===== src/rtl/itoa_pkg.sv =====
// shared constants, types and helpers of the integer to ascii radix block
// no dependencies
`default_nettype none

package itoa_pkg;

   localparam int VALUE_BITS = 32;
   localparam int MAX_DIGITS = 32;
   localparam int RADIX_W    = 6;
   localparam int CHAR_W     = 8;
   localparam int CNT_W      = $clog2(MAX_DIGITS + 1);
   localparam int IDX_W      = $clog2(MAX_DIGITS);
   localparam int REQ_DATA_W = ((VALUE_BITS + RADIX_W + 7) / 8) * 8;

   localparam logic [CHAR_W-1:0]  CHAR_ZERO  = 8'h30;
   localparam logic [CHAR_W-1:0]  CHAR_A     = 8'h61;
   localparam logic [CHAR_W-1:0]  CHAR_MINUS = 8'h2d;
   localparam logic [RADIX_W-1:0] RADIX_MIN  = 6'd2;
   localparam logic [RADIX_W-1:0] RADIX_MAX  = 6'd36;
   localparam logic [RADIX_W-1:0] RADIX_DEC  = 6'd10;
   localparam logic [RADIX_W-1:0] DIGIT_TOP  = 6'd9;

   typedef struct packed {
      logic                  start;
      logic [VALUE_BITS-1:0] dividend;
      logic [RADIX_W-1:0]    divisor;
   } div_req_type;

   typedef struct packed {
      logic                  done;
      logic [VALUE_BITS-1:0] quotient;
      logic [RADIX_W-1:0]    remainder;
   } div_rsp_type;

   function automatic logic [CHAR_W-1:0] digit_char(input logic [RADIX_W-1:0] d);
      logic [CHAR_W-1:0] c;
      if (d > DIGIT_TOP) begin
         c = CHAR_A + CHAR_W'(d) - CHAR_W'(DIGIT_TOP) - CHAR_W'(1);
      end else begin
         c = CHAR_ZERO + CHAR_W'(d);
      end
      return c;
   endfunction

endpackage

`default_nettype wire


===== src/rtl/itoa_div.sv =====
// restoring divider, one quotient bit per cycle, by a small radix
// depends on itoa_pkg
`default_nettype none

module itoa_div (
   input  wire                        clock,
   input  wire                        reset,
   input  itoa_pkg::div_req_type      req,
   output itoa_pkg::div_rsp_type      rsp
);
   import itoa_pkg::*;

   localparam int BIT_W = $clog2(VALUE_BITS);

   typedef enum logic {
      ST_IDLE,
      ST_RUN
   } state_type;

   state_type             state_ff, state_in;
   logic [BIT_W-1:0]      bit_ff, bit_in;
   logic [VALUE_BITS-1:0] quo_ff, quo_in;
   logic [RADIX_W-1:0]    rem_ff, rem_in;
   logic [RADIX_W-1:0]    div_ff, div_in;
   logic                  done_ff, done_in;
   logic [RADIX_W:0]      rem_shift;
   logic                  fits;

   // shift in the next dividend bit, subtract when it fits
   assign rem_shift = {rem_ff, quo_ff[VALUE_BITS-1]};
   assign fits      = rem_shift >= {1'b0, div_ff};

   always_comb begin
      state_in = state_ff;
      bit_in   = bit_ff;
      quo_in   = quo_ff;
      rem_in   = rem_ff;
      div_in   = div_ff;
      done_in  = 1'b0;
      unique case (state_ff)
         ST_IDLE: begin
            if (req.start) begin
               quo_in   = req.dividend;
               rem_in   = '0;
               div_in   = req.divisor;
               bit_in   = BIT_W'(VALUE_BITS - 1);
               state_in = ST_RUN;
            end
         end
         ST_RUN: begin
            quo_in = {quo_ff[VALUE_BITS-2:0], fits};
            rem_in = fits ? RADIX_W'(rem_shift - {1'b0, div_ff}) : rem_shift[RADIX_W-1:0];
            bit_in = bit_ff - BIT_W'(1);
            if (bit_ff == '0) begin
               done_in  = 1'b1;
               state_in = ST_IDLE;
            end
         end
         default: state_in = ST_IDLE;
      endcase
   end

   always_ff @(posedge clock) begin
      if (reset) begin
         state_ff <= ST_IDLE;
         done_ff  <= 1'b0;
      end else begin
         state_ff <= state_in;
         done_ff  <= done_in;
      end
      bit_ff <= bit_in;
      quo_ff <= quo_in;
      rem_ff <= rem_in;
      div_ff <= div_in;
   end

   assign rsp.done      = done_ff;
   assign rsp.quotient  = quo_ff;
   assign rsp.remainder = rem_ff;

endmodule

`default_nettype wire


===== src/rtl/integer_to_ascii_radix_top.sv =====
// integer to ascii conversion in radix 2..36, sequencer and digit store
// depends on itoa_pkg and itoa_div
//
//  channel   dir  ports                   payload
//  req       in   req_tvalid/tready/tdata value[31:0], radix[37:32]
//  rsp       out  rsp_tvalid/tready/tdata char_code[7:0], tlast = last_char
//
// a word is converted one digit at a time: each digit is a start, 32 quotient
// bits in the shared divider and a write-back to the digit store; once all
// digits are stored, a leading minus is sent first, then each char is a
// store read followed by a send.
// req_tready is high only when idle; rsp stalls simply hold the sequencer.
// synchronous reset returns to idle; the digit store needs no clearing.
`default_nettype none

module integer_to_ascii_radix_top (
   input  wire                                 clock,
   input  wire                                 reset,
   input  wire                                 req_tvalid,
   output logic                                req_tready,
   input  wire  [itoa_pkg::REQ_DATA_W-1:0]     req_tdata,  // value, radix, zero pad
   output logic                                rsp_tvalid,
   input  wire                                 rsp_tready,
   output logic [itoa_pkg::CHAR_W-1:0]         rsp_tdata,  // char_code
   output logic                                rsp_tlast
);
   import itoa_pkg::*;

   typedef enum logic [2:0] {
      ST_IDLE,
      ST_DIV_START,
      ST_DIV_WAIT,
      ST_MINUS,
      ST_READ,
      ST_SEND
   } state_type;

   state_type             state_ff, state_in;
   logic [VALUE_BITS-1:0] mag_ff, mag_in;
   logic [RADIX_W-1:0]    radix_ff, radix_in;
   logic                  minus_ff, minus_in;
   logic [CNT_W-1:0]      cnt_ff, cnt_in;
   logic [RADIX_W-1:0]    rd_data_ff;
   logic [RADIX_W-1:0]    digit_store [MAX_DIGITS];

   logic [VALUE_BITS-1:0] in_value;
   logic [RADIX_W-1:0]    in_radix;
   logic [RADIX_W-1:0]    radix_clamp;
   logic                  in_neg;
   div_req_type           div_req;
   div_rsp_type           div_rsp;

   assign in_value = req_tdata[VALUE_BITS-1:0];
   assign in_radix = req_tdata[VALUE_BITS+RADIX_W-1:VALUE_BITS];
   assign in_neg   = in_value[VALUE_BITS-1];

   always_comb begin
      radix_clamp = in_radix;
      if (in_radix < RADIX_MIN) begin
         radix_clamp = RADIX_MIN;
      end else if (in_radix > RADIX_MAX) begin
         radix_clamp = RADIX_MAX;
      end
   end

   assign div_req.start    = state_ff == ST_DIV_START;
   assign div_req.dividend = mag_ff;
   assign div_req.divisor  = radix_ff;

   itoa_div u_div (
      .clock (clock),
      .reset (reset),
      .req   (div_req),
      .rsp   (div_rsp)
   );

   always_comb begin
      state_in = state_ff;
      mag_in   = mag_ff;
      radix_in = radix_ff;
      minus_in = minus_ff;
      cnt_in   = cnt_ff;
      unique case (state_ff)
         ST_IDLE: begin
            if (req_tvalid) begin
               radix_in = radix_clamp;
               minus_in = (radix_clamp == RADIX_DEC) && in_neg;
               // minimum integer negates to itself, read as unsigned 2^31
               mag_in   = ((radix_clamp == RADIX_DEC) && in_neg) ? (~in_value + 1'b1)
                                                                 : in_value;
               cnt_in   = '0;
               state_in = ST_DIV_START;
            end
         end
         ST_DIV_START: state_in = ST_DIV_WAIT;
         ST_DIV_WAIT: begin
            if (div_rsp.done) begin
               mag_in = div_rsp.quotient;
               cnt_in = cnt_ff + CNT_W'(1);
               if ((div_rsp.quotient == '0) || (cnt_in == CNT_W'(MAX_DIGITS))) begin
                  state_in = minus_ff ? ST_MINUS : ST_READ;
               end else begin
                  state_in = ST_DIV_START;
               end
            end
         end
         ST_MINUS: begin
            if (rsp_tready) begin
               minus_in = 1'b0;
               state_in = ST_READ;
            end
         end
         ST_READ: state_in = ST_SEND;
         ST_SEND: begin
            if (rsp_tready) begin
               cnt_in   = cnt_ff - CNT_W'(1);
               state_in = (cnt_ff == CNT_W'(1)) ? ST_IDLE : ST_READ;
            end
         end
         default: state_in = ST_IDLE;
      endcase
   end

   always_ff @(posedge clock) begin
      if (reset) begin
         state_ff <= ST_IDLE;
         minus_ff <= 1'b0;
         cnt_ff   <= '0;
         mag_ff   <= '0;
      end else begin
         state_ff <= state_in;
         minus_ff <= minus_in;
         cnt_ff   <= cnt_in;
         mag_ff   <= mag_in;
      end
      radix_ff <= radix_in;
   end

   // digit store, least significant digit at entry zero
   always_ff @(posedge clock) begin
      if ((state_ff == ST_DIV_WAIT) && div_rsp.done) begin
         digit_store[cnt_ff[IDX_W-1:0]] <= div_rsp.remainder;
      end
      if (state_ff == ST_READ) begin
         rd_data_ff <= digit_store[IDX_W'(cnt_ff - CNT_W'(1))];
      end
   end

   assign req_tready = state_ff == ST_IDLE;
   assign rsp_tvalid = (state_ff == ST_MINUS) || (state_ff == ST_SEND);
   assign rsp_tdata  = (state_ff == ST_MINUS) ? CHAR_MINUS : digit_char(rd_data_ff);
   assign rsp_tlast  = (state_ff == ST_SEND) && (cnt_ff == CNT_W'(1));

endmodule

`default_nettype wire


===== config.mk =====
export PLATFORM = sky130hd
export DESIGN_NAME = integer_to_ascii_radix_top
export DESIGN_NICKNAME = d
export VERILOG_FILES = /design/src/rtl/itoa_pkg.sv /design/src/rtl/itoa_div.sv /design/src/rtl/integer_to_ascii_radix_top.sv
export SDC_FILE = /design/constraint.sdc
export NUM_CORES = 1
export LEC_CHECK = 0
export BUFFER_PORTS_ARGS = -buffer_cell sky130_fd_sc_hd__buf_2
export CORE_MARGIN = 2
export CORE_UTILIZATION = 56
export DETAILED_ROUTE_END_ITERATION = 8
export HOLD_SLACK_MARGIN = 0.12
export PLACE_DENSITY = 0.76
export SLEW_MARGIN = 5
export SYNTH_ARGS = -nofsm -noshare
export SYNTH_HDL_FRONTEND = slang
export SYNTH_SLANG_ARGS = --single-unit

===== constraint.sdc =====
create_clock -name clock -period 3 [get_ports clock]
set_clock_uncertainty 0.15 [all_clocks]
set_input_delay 0.3 -clock clock [delete_from_list [all_inputs] [get_ports clock]]
set_output_delay 0.3 -clock clock [all_outputs]
set_load 0.1 [all_outputs]

==> metrics <==
critical path data arrival time 2.45 ns; total routing resource utilization after global routing 24.0%; main combinational cell family by area after synthesis multiplexers; Pleak 5.20 nW; actual slew at the worst max-slew pin 0.704 ns; number of global-route vias before repair 8623; Power per Cell Area 655 nW/um^2; Residual DRC 0; area share of xor/xnor cells in the synthesized design 2.52%; worst-path fanout max 8; worst slew slack as a fraction of its limit 52.9%; Setup Total Neg Slack 0 ns; share of cells above drive strength 1 22.2%; H-tree depth reported by CTS 1; routed metal-1 wire length 12.0 mm; CTS tree built; vias per cell 6.09; syn_nets 1025; Yosys top cell area share 56.1%; Post-Syn Area per Cell 14.1 sq um; pin count of the biggest net entering global routing 59; Layout Area Growth over Synthesis 15.7%; WP data required 2.55 ns; Sink Count 297; post-route worst hold slack 0.126 ns; Chip Height 159 microns; summed instance area of the synthesized netlist 13500 sq um; run status completed; post-synthesis sequential element count 297; uppermost metal layer occupied by signal nets met4; effective utilization at floorplan 57.3%; number of antenna violations at the first check in global routing 0; synthesis warning total 0; synthesized instance count 962; area fraction in and, or, nand and nor cells after synthesis 10.5%; number of distinct library cells after synthesis 62; Synth async-reset ratio 0%; sequential cell area 8480 sq um; IO buf count 52; layout filler cell count 1640; Antenna Violating Nets Remaining 0; core area 23600 sq um; wire length of the first global-routing pass 48.0 mm; post-synthesis compound-gate area fraction 6.45%; fraction of the yosys area taken by sequential cells 62.7%; Die X-Extent 159 microns; average wire per standard cell 21.4 microns; count of max-cap constraint violations 0; area used by multi-input combinational logic 4740 sq um; category of the worst setup path capture point output port; global placement routability congestion 0.883; Iter 0 DRT Violations 877; type of element launching the critical path register; placement row count 56; final cycle utilization of the critical path 96.7%; leading register cell type out of synthesis edfxtp_1; kind of path behind the tightest hold check in -> reg; max-slew violation count 0; fmax 0.345 GHz; number of vias after detailed routing 8576; post-synthesis cell type with the largest combined area edfxtp_1; total grt overflow 0; amount of wire on met2 after detailed routing 15.8 mm; total number of nets in the final design 1130; final critical delay including setup and external delays 2.90 ns; source-to-sink clock delay at the later pin of the worst-skew pair 0.55 ns; top cells by area in the synthesized netlist edfxtp_1 (56%), mux4_2 (10%), dfxtp_1 (6.5%); maximum clock path buffer count 3; top-level I/O count 55; area enclosed by the die boundary 25400 sq um; HPWL after DPL 18.7 mm; Final Hold Vio Count 0; portion of netlist area occupied by mux cells 13.4%; final setup violation count 0; sum of met3 wire segment lengths after detailed routing 1.60 mm; number of antenna repair diodes 0; root cell of the clock tree clkbuf_16; Inserted Clock Buffers 29; first-pass iteration count of the detailed router 8; post-CTS setup-driven buffer insertion count 0; clock-pin slew on the worst setup and hold paths 0.06 ns; type of the worst setup path reg -> out; Post-Synth Adder-Cell Area 1.89%; worst supply voltage drop on vdd 0.000435 V; Detailed Route WL 30.2 mm; number of flops mapped to enable cells by yosys 253
[area by class of cell]
type / count / share of cell area (%)
Clock buffer: 34 / 4.76
Clock inverter: 20 / 1.49
Inverter: 23 / 0.551
Multi-Input combinational cell: 589 / 30.3
Sequential cell: 297 / 54.2
Tap cell: 319 / 2.55
Timing Repair Buffer: 127 / 6.20
[cells by family (layout without fill, tap and decap cells)]
family                   count (synthesis)  count (layout)
adder cells (fa/ha/maj)                 20              20
buffers and inverters                   76             204
flip-flops                             297             297
AO/OA/AOI/OAI                          131             131
multiplexers                           102             102
AND/OR/NAND/NOR                        297             297
XOR/XNOR                                39              39
[per-layer routing]
metal | vias up | global-route usage, %
li1 | 3930 | -
met1 | 4283 | 31.7
met2 | 306 | 42.2
met3 | 57 | 2.92
met4 | 0 | 6.53
met5 | - | 0
[flip-flops by register name, summed over array words and instances, names as in the netlist, 5 cells and up]
name / count
cnt_ff: 6
digit_store: 192
mag_ff: 32
radix_ff: 6
rd_data_ff: 6
u_div.bit_ff: 5
u_div.div_ff: 6
u_div.quo_ff: 32
u_div.rem_ff: 6
[cells in the mapped netlist (all sizes together) (3+ instances only)]
| cell type | count |
|---|---|
| edfxtp | 253 |
| nand2 | 93 |
| nor2 | 76 |
| mux4 | 60 |
| dfxtp | 44 |
| clkbuf | 39 |
| mux2 | 38 |
| nand3 | 37 |
| xnor2 | 32 |
| a31oi | 31 |
| inv | 23 |
| o21ai | 23 |
| a21oi | 20 |
| ha | 18 |
| nor3 | 17 |
| nor4 | 16 |
| buf | 14 |
| o31ai | 9 |
| nand2b | 7 |
| nor2b | 7 |
| o41ai | 7 |
| xor2 | 7 |
| nand4 | 6 |
| o21a | 6 |
| or3 | 6 |
| a311oi | 5 |
| nand3b | 5 |
| nor3b | 5 |
| a211oi | 4 |
| and2 | 4 |
| mux2i | 4 |
| o211ai | 4 |
| o22ai | 4 |
| or2 | 4 |
| or4 | 4 |
| a211o | 3 |
| and3 | 3 |
[critical path: stages (launching register included)]
cell	delay (ns)
edfxtp_1	0.44
inv_1	0.08
ha_1	0.23
nand2b_1	0.16
nand3_1	0.14
nand2_4	0.15
nand2_1	0.09
a311oi_2	0.32
buf_6	0.27
[where the power goes]
part / internal [W] / switching, W
Clock: 0.00221 / 0.00151
Sequential: 0.00484 / 0.000139
Combinational: 0.000621 / 0.000939
Total: 0.00767 / 0.00259
[cells in the final DEF (no fill, tap or decap), types with 5 or more instances in the layout]
cell type / n
buf_2: 48
inv_1: 23
mux2_2: 38
bufinv_16: 5
nand2_1: 91
dlygate4sd3_1: 42
xnor2_1: 31
a31oi_1: 31
or3_1: 5
o21a_1: 6
dfxtp_1: 42
nand2b_1: 7
buf_4: 32
o31ai_1: 9
nand4_1: 6
edfxtp_1: 253
nor2_1: 75
clkbuf_1: 5
o41ai_1: 7
nor4_1: 14
clkinv_2: 5
nand3_1: 37
ha_1: 17
o21ai_0: 23
clkbuf_16: 29
nor2b_1: 7
nor3b_1: 5
nand3b_1: 5
nor3_1: 17
a21oi_1: 20
xor2_1: 7
clkinv_1: 8
mux4_2: 60
[through the flow]
| step | cell area (sq um) | std cells | util (%) | power, W | setup slack, ns |
|---|---|---|---|---|---|
| finish | 15700 | 1409 | 66.3 | 0.0103 | 0.0993 |
| CTS | 15600 | 1409 | 66.2 | 0.0103 | 0.00713 |
| detailed placement | 14200 | 1313 | 60.3 | 0.00656 | 0.212 |
| global route | 15700 | 1409 | 66.3 | 0.0106 | -0.00343 |
| global placement | 14200 | 1313 | 60.3 | 0.00650 | 0.293 |
| floorplan | 13600 | 962 | - | 0.00607 | -0.112 |
[worst paths after layout]
path	startpoint	end	slack, ns	depth (start not counted)
hold / removal	req_tdata[28]	mag_ff[28]	0.13	4
hold reg to reg	radix_ff[1]	u_div.div_ff[1]	0.27	0
setup reg to reg	state_ff[1]	mag_ff[1]	0.20	7
setup / recovery	rd_data_ff[0]	rsp_tdata[6]	0.1	8
[timing repair]
action                                  in CTS  in global routing
hold buffers                                42                  0
endpoints found under the setup margin       3                  8
gates cloned                                 0                  0
endpoints found under the hold margin       40                  0
resized for setup                            3                  5
Note: power is estimated with default switching activity, not from simulation.
